==> src/hw/rtl/bhwlsu_pkg.sv <==
package bhwlsu_pkg;

  // Access modes as carried on in_tuser
  localparam logic [2:0] MODE_LB = 3'd0;
  localparam logic [2:0] MODE_LH = 3'd1;
  localparam logic [2:0] MODE_LW = 3'd2;
  localparam logic [2:0] MODE_SB = 3'd3;
  localparam logic [2:0] MODE_SH = 3'd4;
  localparam logic [2:0] MODE_SW = 3'd5;

  // Status codes as carried on out_tuser
  localparam logic [1:0] ST_OK         = 2'd0;
  localparam logic [1:0] ST_MISALIGNED = 2'd1;
  localparam logic [1:0] ST_RANGE      = 2'd2;

  // Access size codes
  localparam logic [1:0] SZ_BYTE = 2'd0;
  localparam logic [1:0] SZ_HALF = 2'd1;
  localparam logic [1:0] SZ_WORD = 2'd2;

  localparam logic [31:0] BYTE_MASK = 32'h0000_00FF;
  localparam logic [31:0] HALF_MASK = 32'h0000_FFFF;

  localparam int DEF_MEM_WORDS = 256;
  // Widest word index the store can need (65536 words)
  localparam int MAX_IDX_W     = 16;
  localparam int QDEPTH        = 2;

  // One classified access, as handed from the front to the back
  typedef struct packed {
    logic                 access;     // valid mode, aligned and in range
    logic                 is_store;
    logic [1:0]           size;
    logic [1:0]           status;
    logic [1:0]           lane;
    logic [MAX_IDX_W-1:0] index;
    logic [31:0]          store_data;
  } lsu_entry_t;

  typedef struct packed {
    logic full;
    logic empty;
  } q_status_t;

endpackage

==> src/hw/rtl/bhwlsu_queue.sv <==
module bhwlsu_queue
  import bhwlsu_pkg::*;
(
  input  logic       clk,
  input  logic       rst_n,
  input  logic       push,
  input  lsu_entry_t push_entry,
  input  logic       pop,
  output lsu_entry_t head,
  output q_status_t  q_stat
);

  lsu_entry_t  entries_r [QDEPTH];
  logic        wr_ptr_r;
  logic        wr_ptr_nxt;
  logic        rd_ptr_r;
  logic        rd_ptr_nxt;
  logic [1:0]  count_r;
  logic [1:0]  count_nxt;
  logic        do_push;
  logic        do_pop;

  assign q_stat.full  = (count_r == 2'(QDEPTH));
  assign q_stat.empty = (count_r == 2'd0);
  assign head         = entries_r[rd_ptr_r];

  assign do_push = push && !q_stat.full;
  assign do_pop  = pop && !q_stat.empty;

  always_comb begin
    wr_ptr_nxt = do_push ? !wr_ptr_r : wr_ptr_r;
    rd_ptr_nxt = do_pop ? !rd_ptr_r : rd_ptr_r;
    count_nxt  = count_r + 2'(do_push) - 2'(do_pop);
  end

  always_ff @(posedge clk) begin
    if (do_push) begin
      entries_r[wr_ptr_r] <= push_entry;
    end
  end

  always_ff @(posedge clk) begin
    if (!rst_n) begin
      wr_ptr_r <= 1'b0;
      rd_ptr_r <= 1'b0;
      count_r  <= 2'd0;
    end else begin
      wr_ptr_r <= wr_ptr_nxt;
      rd_ptr_r <= rd_ptr_nxt;
      count_r  <= count_nxt;
    end
  end

  a_count_bound: assert property (@(posedge clk) disable iff (!rst_n)
    count_r <= 2'(QDEPTH))
    else $error("queue count past depth");

endmodule

==> config.mk <==
export PLATFORM = sky130hd
export DESIGN_NAME = bhwlsu_queue
export DESIGN_NICKNAME = d
export VERILOG_FILES = /design/src/hw/rtl/bhwlsu_pkg.sv /design/src/hw/rtl/bhwlsu_queue.sv
export SDC_FILE = /design/constraint.sdc
export NUM_CORES = 1
export LEC_CHECK = 0
export BUFFER_PORTS_ARGS = -buffer_cell sky130_fd_sc_hd__buf_4
export CAP_MARGIN = 25
export CORE_ASPECT_RATIO = 1.5
export CORE_MARGIN = 1
export CORE_UTILIZATION = 50
export CTS_CLUSTER_SIZE = 12
export DETAILED_ROUTE_END_ITERATION = 8
export PLACE_DENSITY = 0.76
export REMOVE_ABC_BUFFERS = 1
export SETUP_SLACK_MARGIN = 0.3
export SLEW_MARGIN = 0
export SYNTH_ARGS = -nofsm -noshare
export SYNTH_HDL_FRONTEND = slang
export SYNTH_SLANG_ARGS = --single-unit
==> constraint.sdc <==
create_clock -name clk -period 5.9 [get_ports clk]
set_input_delay 1.18 -clock clk [delete_from_list [all_inputs] [get_ports clk]]
set_output_delay 1.18 -clock clk [all_outputs]
set_load 0.1 [all_outputs]
==> results.ini <==
[floorplan]
die_x_um=78.9
dieArea_um2=9270
rows=41
initial_core_util=0.521
die_h_um=117
num_io_pins=118
core-area_um2=8520

[status]
outcome=finished clean

[layout]
layout_common_cells=buf_4, edfxtp_1, mux2_4, clkbuf_16, mux2_2
nFillCells=588
layout.cells.non_filler=453
area_delta_synth_final_pct=35.5
final_nets=395
layout-drive-gt1-share=0.595
antenna_cells=0
final_common_cell=buf_4

[cts]
post_cts_resized=0
clkSinkCount=117
clkTransAtPathRegs_ns=0.05
clockBufferDepth=2
holdBufCountCts=0
worstSkewPairLatency_ns=0.40
cts_root_buf=clkbuf_16
cts_tree=built
htree_levels=4
numCtsBuffers=17
postCtsSetupRepairBufs=0

[timing]
final-max-slew-violation-count=0
finalSetupTns_ns=0
maxSlewHeadroom=0.351
period_share=0.552
worstMarginPinSlew_ns=0.974
max_freq_mhz=307
clock_skew_ns=0.00608
rsz0062_at_grt=no
timing_hold_violations_final=0
setup_viol=0
min_period_ns=3.26

[setup_path]
arrival_ns=2.08
critPathKind=flop to primary output
cp-start-kind=flop
rr_startpoint=count_r[0]
crit_path_end_kind=primary output
r2r_setup_slack_ns=3.97
cp_max_fo=56
reg2reg_to=entries_r[0][9]
reg2regPathDepth=4
crit_required_ns=4.72

[global_route]
antenna_found_initial=0
grtUsageTotal=0.177
grt_max_degree=57
grt.overflow.total=0
grt_pass1_wl_um=11600
grt_pass1_vias=2421

[synth]
ys_types=18
syn_inst=201
synth_warnings=0
syn_area_um2=4440
ys_ff_latch=117
avgSynthCellArea_um2=22.1
ys_seq_area_frac=0.780

[route]
wl_per_cell_um=16.5
dr.pass1.iters=4
routed_wl_um=7490
num_vias=2247
drtAntennaViolNets=0
drtIter0Drc=104
vias_per_cell=4.96
drt_drc_violations_left=0

[placement]
place.gp.congestion=0.712
place_hpwl_um=4810
io_buffers=117
dp_cells=421

[worst_hold_path]
hold_path.startpoint=rd_ptr_r
min_to=rd_ptr_r
hold_path.class=flop to flop
whs_path_depth=2

[flow_run]
max_cap_viol_count=0

-- critical path: stages (launching register included) --
cell     delay, ns
dfxtp_4       1.00
mux2_2        0.42
buf_4         0.23
-- kinds of logic (layout without fill, tap and decap cells) --
family,after synthesis,in the layout,synth area share
AOI/OAI and AO/OA,1,1,0.00169
xor gates and xnor gates,2,2,0.00395
adders and majority gates,2,2,0.00564
buffers and inverters,9,154,0.0163
DFF,117,117,0.780
muxes,57,57,0.178
and+or+nand+nor,13,13,0.0141
-- worst max path at each step --
stage	startpoint	end	cells past startpoint
after floorplan	push	entries_r[0][0]	2
after global placement	flop	head[2]	2
after detailed placement	flop	head[9]	2
after CTS	flop	head[10]	2
after global routing	flop	head[4]	2
final	flop	head[10]	2
-- registers in the layout, indices dropped and copies added, names as in the netlist, named ones only --
| signal | count |
|---|---|
| entries_r | 112 |
| count_r | 2 |
| rd_ptr_r | 1 |
| wr_ptr_r | 1 |
-- stage by stage --
step	cell area [um2]	setup WS, ns	util	hold WS, ns
global route	6010	2.54	0.706	0.561
floorplan	4380	1.81	-	0.455
detailed placement	5420	3.04	0.636	0.514
finish	6010	2.64	0.706	0.525
CTS	6010	2.60	0.706	0.529
global placement	5420	3.06	0.636	0.494
-- layer usage --
layer  wire, um  vias up  GRT usage  share of wire
met5          0        -          0              0
met4        126        0     0.0955          0.017
met3        481       12     0.0724          0.064
met2       4260       87      0.318           0.57
met1       2620     1101      0.163           0.35
li1           -     1047          -              -
-- cells in the mapped netlist --
library cell    n  share of area
and3_1          1         0.0014
xor2_1          1         0.0020
buf_2           1         0.0011
mux2_2         16          0.041
inv_1           3         0.0025
nor3_1          1         0.0011
mux2_4         40           0.14
o21a_1          1         0.0017
dfxtp_1         5          0.023
edfxtp_1      112           0.76
nand2_1         2         0.0017
buf_6           5          0.013
and2_1          2         0.0028
nor2_1          5         0.0042
mux2i_1         1         0.0023
nand2b_1        2         0.0028
ha_1            2         0.0056
xnor2_1         1         0.0020
-- cell type report --
type                    count  area (um2)  share of cell area
flip-flops and latches    117        3470               0.577
multi-input cells          75         912               0.152
repair buffers            119         893               0.149
clock buffers              19         433              0.0720
clock inverters            13         163              0.0270
well taps                 107         134              0.0223
inverters                   3        11.3             0.00187
Power is left out: the tool's default activity adds up to more than one toggle a clock period on the data nets, which glitch-free logic cannot reach.
