[src/hw/rtl/bhwlsu_pkg.sv]
package bhwlsu_pkg;

  // Access modes as carried on in_tuser
  localparam logic [2:0] MODE_LB = 3'd0;
  localparam logic [2:0] MODE_LH = 3'd1;
  localparam logic [2:0] MODE_LW = 3'd2;
  localparam logic [2:0] MODE_SB = 3'd3;
  localparam logic [2:0] MODE_SH = 3'd4;
  localparam logic [2:0] MODE_SW = 3'd5;

  // Status codes as carried on out_tuser
  localparam logic [1:0] ST_OK         = 2'd0;
  localparam logic [1:0] ST_MISALIGNED = 2'd1;
  localparam logic [1:0] ST_RANGE      = 2'd2;

  // Access size codes
  localparam logic [1:0] SZ_BYTE = 2'd0;
  localparam logic [1:0] SZ_HALF = 2'd1;
  localparam logic [1:0] SZ_WORD = 2'd2;

  localparam logic [31:0] BYTE_MASK = 32'h0000_00FF;
  localparam logic [31:0] HALF_MASK = 32'h0000_FFFF;

  localparam int DEF_MEM_WORDS = 256;
  // Widest word index the store can need (65536 words)
  localparam int MAX_IDX_W     = 16;
  localparam int QDEPTH        = 2;

  // One classified access, as handed from the front to the back
  typedef struct packed {
    logic                 access;     // valid mode, aligned and in range
    logic                 is_store;
    logic [1:0]           size;
    logic [1:0]           status;
    logic [1:0]           lane;
    logic [MAX_IDX_W-1:0] index;
    logic [31:0]          store_data;
  } lsu_entry_t;

  typedef struct packed {
    logic full;
    logic empty;
  } q_status_t;

endpackage

[src/hw/rtl/bhwlsu_front.sv]
module bhwlsu_front
  import bhwlsu_pkg::*;
#(
  parameter int MEM_WORDS = DEF_MEM_WORDS
) (
  input  logic        clk,
  input  logic        rst_n,
  input  logic        in_tvalid,
  output logic        in_tready,
  input  logic [79:0] in_tdata,
  input  logic [2:0]  in_tuser,
  input  logic        back_ready,
  input  q_status_t   q_stat,
  output logic        push,
  output lsu_entry_t  push_entry
);

  localparam int IDX_W = (MEM_WORDS > 1) ? $clog2(MEM_WORDS) : 1;
  localparam logic [32:0] MEM_BYTES = 33'(4 * MEM_WORDS);

  logic [31:0] base_address;
  logic [15:0] displacement;
  logic [31:0] store_data;
  logic [32:0] ea;
  logic        mode_ok;
  logic        is_store;
  logic [1:0]  size;
  logic        misaligned;
  logic        beyond;
  logic [1:0]  status;

  assign base_address = in_tdata[31:0];
  assign displacement = in_tdata[47:32];
  assign store_data   = in_tdata[79:48];

  assign ea = {1'b0, base_address} + {17'b0, displacement};

  always_comb begin
    mode_ok  = 1'b1;
    is_store = 1'b0;
    size     = SZ_BYTE;
    case (in_tuser)
      MODE_LB: size = SZ_BYTE;
      MODE_LH: size = SZ_HALF;
      MODE_LW: size = SZ_WORD;
      MODE_SB: begin
        size     = SZ_BYTE;
        is_store = 1'b1;
      end
      MODE_SH: begin
        size     = SZ_HALF;
        is_store = 1'b1;
      end
      MODE_SW: begin
        size     = SZ_WORD;
        is_store = 1'b1;
      end
      default: mode_ok = 1'b0;
    endcase
  end

  assign misaligned = ((size == SZ_HALF) && ea[0]) ||
                      ((size == SZ_WORD) && (ea[1:0] != 2'b00));
  assign beyond     = (ea >= MEM_BYTES);

  always_comb begin
    status = ST_OK;
    if (mode_ok) begin
      if (misaligned) begin
        status = ST_MISALIGNED;
      end else if (beyond) begin
        status = ST_RANGE;
      end
    end
  end

  assign in_tready = back_ready && !q_stat.full;
  assign push      = in_tvalid && in_tready;

  always_comb begin
    push_entry.access     = mode_ok && (status == ST_OK);
    push_entry.is_store   = is_store && mode_ok;
    push_entry.size       = size;
    push_entry.status     = status;
    push_entry.lane       = ea[1:0];
    push_entry.index      = MAX_IDX_W'(ea[IDX_W+1:2]);
    push_entry.store_data = store_data;
  end

  // Pushes never land while the store is still being cleared
  a_no_push_while_clearing: assert property (@(posedge clk) disable iff (!rst_n)
    !back_ready |-> !push)
    else $error("item taken during clearing pass");

endmodule

[config.mk]
export PLATFORM = sky130hd
export DESIGN_NAME = bhwlsu_front
export DESIGN_NICKNAME = d
export VERILOG_FILES = /design/src/hw/rtl/bhwlsu_pkg.sv /design/src/hw/rtl/bhwlsu_front.sv
export SDC_FILE = /design/constraint.sdc
export NUM_CORES = 1
export LEC_CHECK = 0
export BUFFER_PORTS_ARGS = -buffer_cell sky130_fd_sc_hd__buf_2
export CORE_ASPECT_RATIO = 0.6
export CORE_MARGIN = 8
export CORE_UTILIZATION = 40
export DETAILED_ROUTE_END_ITERATION = 10
export PLACE_DENSITY = 0.78
export SLEW_MARGIN = 20
export SYNTH_ARGS = -nofsm -noshare
export SYNTH_HDL_FRONTEND = slang
export SYNTH_SLANG_ARGS = --single-unit
export TNS_END_PERCENT = 50
[constraint.sdc]
create_clock -name vclk -period 3.5
set_clock_uncertainty 0.1 [all_clocks]
set_input_delay 0.175 -clock vclk [all_inputs]
set_output_delay 0.175 -clock vclk [all_outputs]
set_load 0.005 [all_outputs]
==> flow_summary_export.csv, run 1 <==
group,metric,value,unit
status,status,"completed",
worst_setup_path,cp_data_arrival_time,3060,ps
global_routing,grt_pass1_wl,9.57,mm
flow_run,cap_violations,0,
global_routing,use_met3,3.90,%
synthesis,synth_warnings,0,
power,p_int,0.000142,W
worst_hold_path,min_path_cells,0,
placement,dpl_cell_area,0.00211,mm2
worst_setup_path,path_buf_inv,2,
layout,regArea,0,um2
synthesis,syn_area,0.00190,mm2
sta,setup_viol,0,
drt,drt_iter0_markers,148,
layout,clkbuf_count,0,
worst_setup_path,required,3220,ps
drt,via_count,2213,
power,swShare,55.3,%
worst_setup_path,path_common_cell,"buf_2",
drt,route.detailed.drc,0,
worst_hold_path,worstHoldEndpoint,"push_entry[19]",
drt,first_pass_iters,5,
floorplanning,die_y,69.3,um
worst_setup_path,worstPathMaxFanout,9,
drt,drt_wl_total,5.99,mm
global_routing,use_met1,23.4,%
power,p_leak,0.986,nW
worst_setup_path,startpoint,"in_tdata[14]",
global_routing,grt_start_max_net_pins,11,
power,p_total,0.000318,W
synthesis,yosysMostFrequentCell,"buf_4",
worst_setup_path,start_kind,"primary input",
sta,tns,0,ps
sta,fmax,0.300,GHz
power,power.net_switching,0.000176,W
worst_setup_path,slowest_delay,560,ps
drt,via_per_inst,5.79,
placement,place_ws,95.2,ps
layout,antenna_cells,0,
synthesis,yosys-top-cells-area,"buf_4 (16%), ha_1 (11%), a21oi_1 (6.6%), xnor2_1 (4.6%), o21ai_0 (4.2%)",
synthesis,netlist_instances,275,
worst_hold_path,min_path_type,"in -> out",
sta,setup_ws,164,ps
worst_setup_path,criticalPathCategory,"in -> out",
floorplanning,fp.dieArea,0.00727,mm2
global_routing,top_usage_layer,"met1",
power,p_seq_share,0,%
floorplanning,fp.coreArea,0.00456,mm2
sta,drv_slew,0,
sta,hold_ws,250,ps
floorplanning,die_w,105,um
synthesis,synth_commonest_cells,"buf_4 (41), a21oi_1 (25), nand2_1 (18), ha_1 (16), o21ai_0 (16)",
sta,period_minus_slack,3340,ps
synthesis,synth_area_leader_cell,"buf_4",
layout,layout.nets,427,
global_routing,gr-usage-met2,19.9,%
drt,final_antenna_net_count,0,
synthesis,seq_area_frac_synth,0,%
floorplanning,start_util,41.5,%
placement,port_buffers,72,
worst_setup_path,cp_cell_sequence,"buf_2, ha_1, a211o_1, o211ai_1, mux2i_1, a311oi_1, nand4_1, or4_1, nor4_2, and4b_1, buf_2",
sta,timing.final.crit_share,95.3,%
worst_hold_path,holdCritStartpoint,"in_tdata[67]",
floorplanning,pin_count,147,
worst_setup_path,cp_top_family,"simple AND/OR/NAND/NOR gates",
power,combPwrFrac,100.0,%
layout,seq_cell_count,0,
layout,fin_area,0.00213,mm2
layout,areaGrowthSynthToFinish,12.4,%
synthesis,syn_avg_cell_area,6.89,um2
global_routing,antenna_found_initial,0,
layout,final_layout_size_suffix_gt1_share,31.0,%
sta,slew-limit-headroom,51.9,%
floorplanning,rows,19,
global_routing,grt_pass1_vias,1977,
worst_setup_path,slowest_stage,"or4_1",
sta,hold_violations,0,
synthesis,yosysUniqueCellTypes,57,
drt,wire_per_inst,15.7,um
power,irDropWorstVdd,0.0714,mV
worst_setup_path,cp-end-kind,"output pin",
placement,dpl.hpwl,5.15,mm
sta,worst_pin_slew,704,ps
sta,rsz0062_at_grt,"no",
global_routing,grt_overflow,0,
power,power_density,149,mW/mm2
global_routing,grtUsageTotal,14.9,%
synthesis,synth_top_cell_area_share,16.2,%
power,pwr-share-clk,0,%
placement,gp_congestion,0.916,
-- power by group through the flow --
| stage | logic, W | clock network [W] | registers [W] |
|---|---|---|---|
| after global routing | 0.000353 | 0 | 0 |
| after floorplan | 0.000228 | 0 | 0 |
| final | 0.000318 | 0 | 0 |
| after CTS | 0.000311 | 0 | 0 |
| after global placement | 0.000305 | 0 | 0 |
| after detailed placement | 0.000309 | 0 | 0 |
-- timing repair --
action	in CTS	in global routing
buffers inserted	0	2
gates resized for setup	0	4
hold buffers	0	0
setup endpoints to repair	0	2
-- final cells by class --
type / count / area [um2]
tap: 63 / 78.8
multi-input combinational: 225 / 1560
timing repair buffer: 85 / 458
inverter: 9 / 33.8
fill: 484 / 2430
-- cell families (layout without fill, tap and decap cells) --
logic type / after synthesis / after routing / synth area share (%)
buffers and inverters: 57 / 94 / 19.5
multiplexers: 3 / 3 / 1.85
AO/OA/AOI/OAI: 87 / 87 / 31.3
XOR/XNOR: 15 / 15 / 6.93
other: 1 / 8 / 0.198
adder cells (fa/ha/maj): 17 / 17 / 11.6
AND/OR/NAND/NOR: 95 / 95 / 28.6
-- worst max-delay path by stage --
stage	slack [ps]	to	cells past startpoint
floorplan	600	push_entry[55]	10
global placement	140	push_entry[55]	13
detailed placement	100	push_entry[55]	13
CTS	80	push_entry[55]	13
global route	7	push_entry[55]	13
finish	160	push_entry[55]	11
-- layer usage --
metal  part of all wire (%)  up-vias
met5                      0        -
met4                   0.37        0
met3                     12        4
met2                     39      133
met1                     49      993
li1                       -     1083
-- through the flow --
stage	util [%]	instances
4_1_cts	46.2	380
3_3_place_gp	46.2	380
2_1_floorplan	-	282
3_5_place_dp	46.2	380
6_report	46.7	382
5_1_grt	46.7	382
-- cells in the final DEF (no fill, tap or decap), types with 2 or more instances in the layout --
cell and count:
buf_2 72, a21oi_1 23, nand2_1 18, ha_1 16, nor2_1 15, o21ai_0 15
buf_4 13, nand4_1 10, xnor2_1 10, inv_1 9, a21o_1 9, nand3_1 8
nor3_1 8, conb_1 8, nand2b_1 5, xor2_1 5, or3_1 5, and3_1 4
o31ai_1 4, o21bai_1 4, o211ai_1 3, nor2b_1 3, nand4b_1 3, a31oi_1 3
a21oi_2 2, a31o_2 2, a211oi_1 2, a211o_1 2, o21a_1 2, and2_1 2
or4_1 2, mux2i_1 2, nor4b_1 2, a311oi_1 2, or2_2 2
(Power assumes the default switching activity.)
==> inputs of run 2 (changes only) <==
--- a/config.mk
+++ b/config.mk
@@ -6,11 +6,13 @@
 export NUM_CORES = 1
 export LEC_CHECK = 0
 export BUFFER_PORTS_ARGS = -buffer_cell sky130_fd_sc_hd__buf_2
+export CELL_PAD_IN_SITES_DETAIL_PLACEMENT = 1
+export CELL_PAD_IN_SITES_GLOBAL_PLACEMENT = 2
 export CORE_ASPECT_RATIO = 0.6
 export CORE_MARGIN = 8
-export CORE_UTILIZATION = 40
+export CORE_UTILIZATION = 20
 export DETAILED_ROUTE_END_ITERATION = 10
-export PLACE_DENSITY = 0.78
+export PLACE_DENSITY = 0.82
 export SLEW_MARGIN = 20
 export SYNTH_ARGS = -nofsm -noshare
 export SYNTH_HDL_FRONTEND = slang
==> flow_summary_export.csv, run 2 (same netlist as run 1, synthesis figures left out) <==
group,metric,value,unit
worst_setup_path,cp-end-kind,"output pin",
status,status,"completed",
layout,fin_area,0.00225,mm2
placement,port_buffers,72,
flow_run,cap_violations,0,
layout,most-common-layout-cells,"buf_2 (72), a21oi_1 (24), nand2_1 (18), buf_4 (18), ha_1 (16)",
layout,clkbuf_count,0,
layout,final_layout_size_suffix_gt1_share,31.8,%
layout,nFillCells,1186,
worst_setup_path,worstPathMaxFanout,9,
drt,drt_iter0_markers,99,
sta,period_minus_slack,3380,ps
layout,antenna_cells,0,
floorplanning,die_y,91.4,um
layout,finalNonFillerCells,454,
layout,layout.nets,432,
floorplanning,fp.dieArea,0.0130,mm2
sta,tns,0,ps
layout,seq_cell_count,0,
placement,place_inst,452,
sta,drv_slew,0,
drt,final_antenna_net_count,0,
drt,via_per_inst,4.85,
worst_setup_path,required,3220,ps
layout,regArea,0,um2
floorplanning,die_w,142,um
sta,fmax,0.296,GHz
placement,dpl_cell_area,0.00223,mm2
power,p_leak,1.01,nW
worst_hold_path,min_path_type,"in -> out",
global_routing,grt_pass1_vias,2343,
sta,setup_viol,0,
worst_setup_path,start_kind,"primary input",
placement,gp_congestion,0.853,
floorplanning,pin_count,147,
sta,hold_violations,0,
worst_setup_path,startpoint,"in_tdata[14]",
drt,wire_per_inst,15.8,um
sta,rsz0062_at_grt,"no",
drt,first_pass_iters,4,
worst_hold_path,holdCritStartpoint,"in_tdata[72]",
power,power_density,150,mW/mm2
floorplanning,start_util,20.6,%
drt,via_count,2201,
layout,areaGrowthSynthToFinish,18.7,%
global_routing,grt_pass1_wl,11.5,mm
global_routing,grtUsageTotal,10.4,%
power,irDropWorstVdd,0.0324,mV
global_routing,antenna_found_initial,1,
drt,route.detailed.drc,0,
floorplanning,fp.coreArea,0.00919,mm2
global_routing,grt_start_max_net_pins,11,
power,p_total,0.000338,W
worst_setup_path,criticalPathCategory,"in -> out",
sta,timing.final.crit_share,96.6,%
global_routing,grt_overflow,0,
floorplanning,rows,27,
layout,final_common_cell,"buf_2",
drt,drt_wl_total,7.17,mm
worst_setup_path,cp_data_arrival_time,3110,ps
placement,dpl.hpwl,6.30,mm
## run 2: cell type report
cell class | count | area (um2) | share of cell area, %
Inverter | 9 | 33.8 | 1.50
Tap cell | 130 | 163 | 7.23
Timing Repair Buffer | 90 | 495 | 22.0
Multi-Input combinational cell | 225 | 1560 | 69.3
## run 2: path summary, 6_finish.rpt
path / depth (start not counted) / to
hold / removal: 0 / push_entry[24]
setup / recovery: 11 / push_entry[55]
## run 2: per-layer routing
metal | global-route usage, % | vias up | wire length (um)
li1 | - | 1087 | -
met1 | 14.1 | 1036 | 3520
met2 | 16.7 | 70 | 2980
met3 | 2.66 | 6 | 618
met4 | 0.711 | 2 | 34
met5 | 0 | - | 13
## run 2: critical path: stages
cell and delay, ps:
buf_2 100, ha_1 420, a211o_1 330, o211ai_1 200
mux2i_1 180, a311oi_1 320, nand4_1 130, or4_1 550
nor4_2 350, and4b_1 230, buf_2 110
## run 2: where the power goes
part / total (W) / internal [W] / switching [W]
clock: 0 / 0 / 0
combinational: 0.000338 / 0.000151 / 0.000187
sequential: 0 / 0 / 0
total: 0.000338 / 0.000151 / 0.000187
## run 2: repair_timing
| item | 4_1_cts | 5_1_grt |
|---|---|---|
| pin swaps | 0 | 0 |
| hold buffers | 0 | 0 |
| gates cloned | 0 | 0 |
| gates resized for setup | 1 | 4 |
| setup buffers | 0 | 2 |
| endpoints found under the setup margin | 1 | 2 |
## run 2: stage by stage
step,worst slack [ps],hold WS [ps],utilization [%]
2_1_floorplan,599,285,-
5_1_grt,8.56,250,24.5
3_5_place_dp,-6.26,250,24.3
3_3_place_gp,89.1,250,24.3
6_report,118,250,24.5
4_1_cts,93.5,250,24.3
==> inputs of run 3 (changes only) <==
--- a/config.mk
+++ b/config.mk
@@ -8,7 +8,7 @@
 export BUFFER_PORTS_ARGS = -buffer_cell sky130_fd_sc_hd__buf_2
 export CELL_PAD_IN_SITES_DETAIL_PLACEMENT = 1
 export CELL_PAD_IN_SITES_GLOBAL_PLACEMENT = 2
-export CORE_ASPECT_RATIO = 0.6
+export CORE_ASPECT_RATIO = 0.75
 export CORE_MARGIN = 8
 export CORE_UTILIZATION = 20
 export DETAILED_ROUTE_END_ITERATION = 10
==> constraint.sdc (replaced) <==
create_clock -name vclk -period 3.5
set_clock_uncertainty 0.1 [all_clocks]
set_input_delay 0.525 -clock vclk [all_inputs]
set_output_delay 0.525 -clock vclk [all_outputs]
set_load 0.005 [all_outputs]
==> flow_summary_export.csv, run 3 (same netlist as run 1, synthesis figures left out) <==
group,metric,value,unit
global_routing,grt_overflow,0,
floorplanning,fp.coreArea,0.00912,mm2
floorplanning,die_w,128,um
worst_setup_path,cp_data_arrival_time,3060,ps
worst_setup_path,criticalPathCategory,"in -> out",
layout,seq_cell_count,0,
placement,port_buffers,72,
layout,final_util,36.0,%
sta,period_minus_slack,3680,ps
global_routing,grtUsageTotal,12.0,%
layout,regArea,0,um2
layout,layout.nets,519,
flow_run,cap_violations,0,
sta,rsz0062_at_grt,"yes",
power,p_leak,1.49,nW
worst_setup_path,required,2870,ps
placement,dpl.hpwl,6.93,mm
drt,route.detailed.drc,0,
sta,setup_ws,-184,ps
sta,hold_ws,950,ps
sta,tns,-295,ps
placement,gp_congestion,0.833,
layout,most-common-layout-cells,"buf_4 (100), buf_2 (60), a21oi_1 (17)",
sta,hold_violations,0,
floorplanning,pin_count,147,
floorplanning,fp.dieArea,0.0129,mm2
worst_hold_path,min_path_type,"in -> out",
power,power_density,153,mW/mm2
global_routing,grt_pass1_wl,13.1,mm
worst_setup_path,worstPathMaxFanout,3,
layout,antenna_cells,0,
sta,fmax,0.271,GHz
power,irDropWorstVdd,0.0342,mV
global_routing,antenna_found_initial,0,
layout,clkbuf_count,0,
worst_setup_path,start_kind,"primary input",
sta,timing.final.crit_share,105,%
drt,via_count,2538,
layout,fin_area,0.00328,mm2
floorplanning,start_util,20.8,%
drt,via_per_inst,4.71,
status,status,"finished with violations",
sta,drv_slew,0,
status,violations,"negative setup slack",
global_routing,grt_pass1_vias,2669,
global_routing,grt_start_max_net_pins,10,
drt,drt_wl_total,8.58,mm
floorplanning,rows,30,
worst_setup_path,cp-end-kind,"output pin",
layout,final_layout_size_suffix_gt1_share,54.7,%
drt,first_pass_iters,4,
drt,drt_iter0_markers,104,
sta,setup_viol,2,
floorplanning,die_y,100,um
drt,final_antenna_net_count,0,
layout,nFillCells,1138,
layout,areaGrowthSynthToFinish,73.3,%
layout,final_common_cell,"buf_4",
placement,dpl_cell_area,0.00270,mm2
placement,place_ws,-410,ps
drt,wire_per_inst,15.9,um
[run 3: final cells by class]
class              count  area, um2  area share, %
inverters              9       33.8           1.03
multi-input cells    225       1840           55.9
well taps            128        160           4.88
repair buffers       177       1250           38.2
[run 3: repair_timing]
item                       in CTS  in global routing
hold buffers                    0                  0
pin swaps                      12                 31
gates resized for setup        26                 52
buffers inserted               16                 12
setup endpoints to repair       2                  2
[run 3: metal layers]
layer	GRT usage, %	vias up	part of all wire, %
met5	0	-	0
met4	0.0911	0	0.44
met3	2.22	6	6.7
met2	21.4	73	48
met1	15.3	1203	45
li1	-	1256	-
[run 3: power by group]
| group | total (W) | switching (W) | internal [W] |
|---|---|---|---|
| Clock | 0 | 0 | 0 |
| Combinational | 0.000503 | 0.000236 | 0.000267 |
| Sequential | 0 | 0 | 0 |
| Total | 0.000503 | 0.000236 | 0.000267 |
[run 3: per-stage QoR]
| step | instances | power [W] |
|---|---|---|
| finish | 539 | 0.000503 |
| CTS | 529 | 0.000438 |
| global route | 539 | 0.000546 |
| global placement | 513 | 0.000389 |
| floorplan | 282 | 0.000229 |
| detailed placement | 513 | 0.000401 |
[run 3: worst max-delay path, stage by stage]
cell and delay, ps:
buf_6 80, ha_4 130, inv_2 40, fa_2 360, nand2b_4 160, a21oi_2 140, buf_6 130, o21ai_4 60
o21bai_1 220, buf_4 160, buf_4 100, o22a_1 160, nand4_1 130, nor4_4 310, and4b_1 230, buf_2 120
[run 3: final timing paths]
path / from / to / cells past startpoint
max: in_tdata[32] / push_entry[55] / 16
min: in_tdata[67] / push_entry[19] / 0
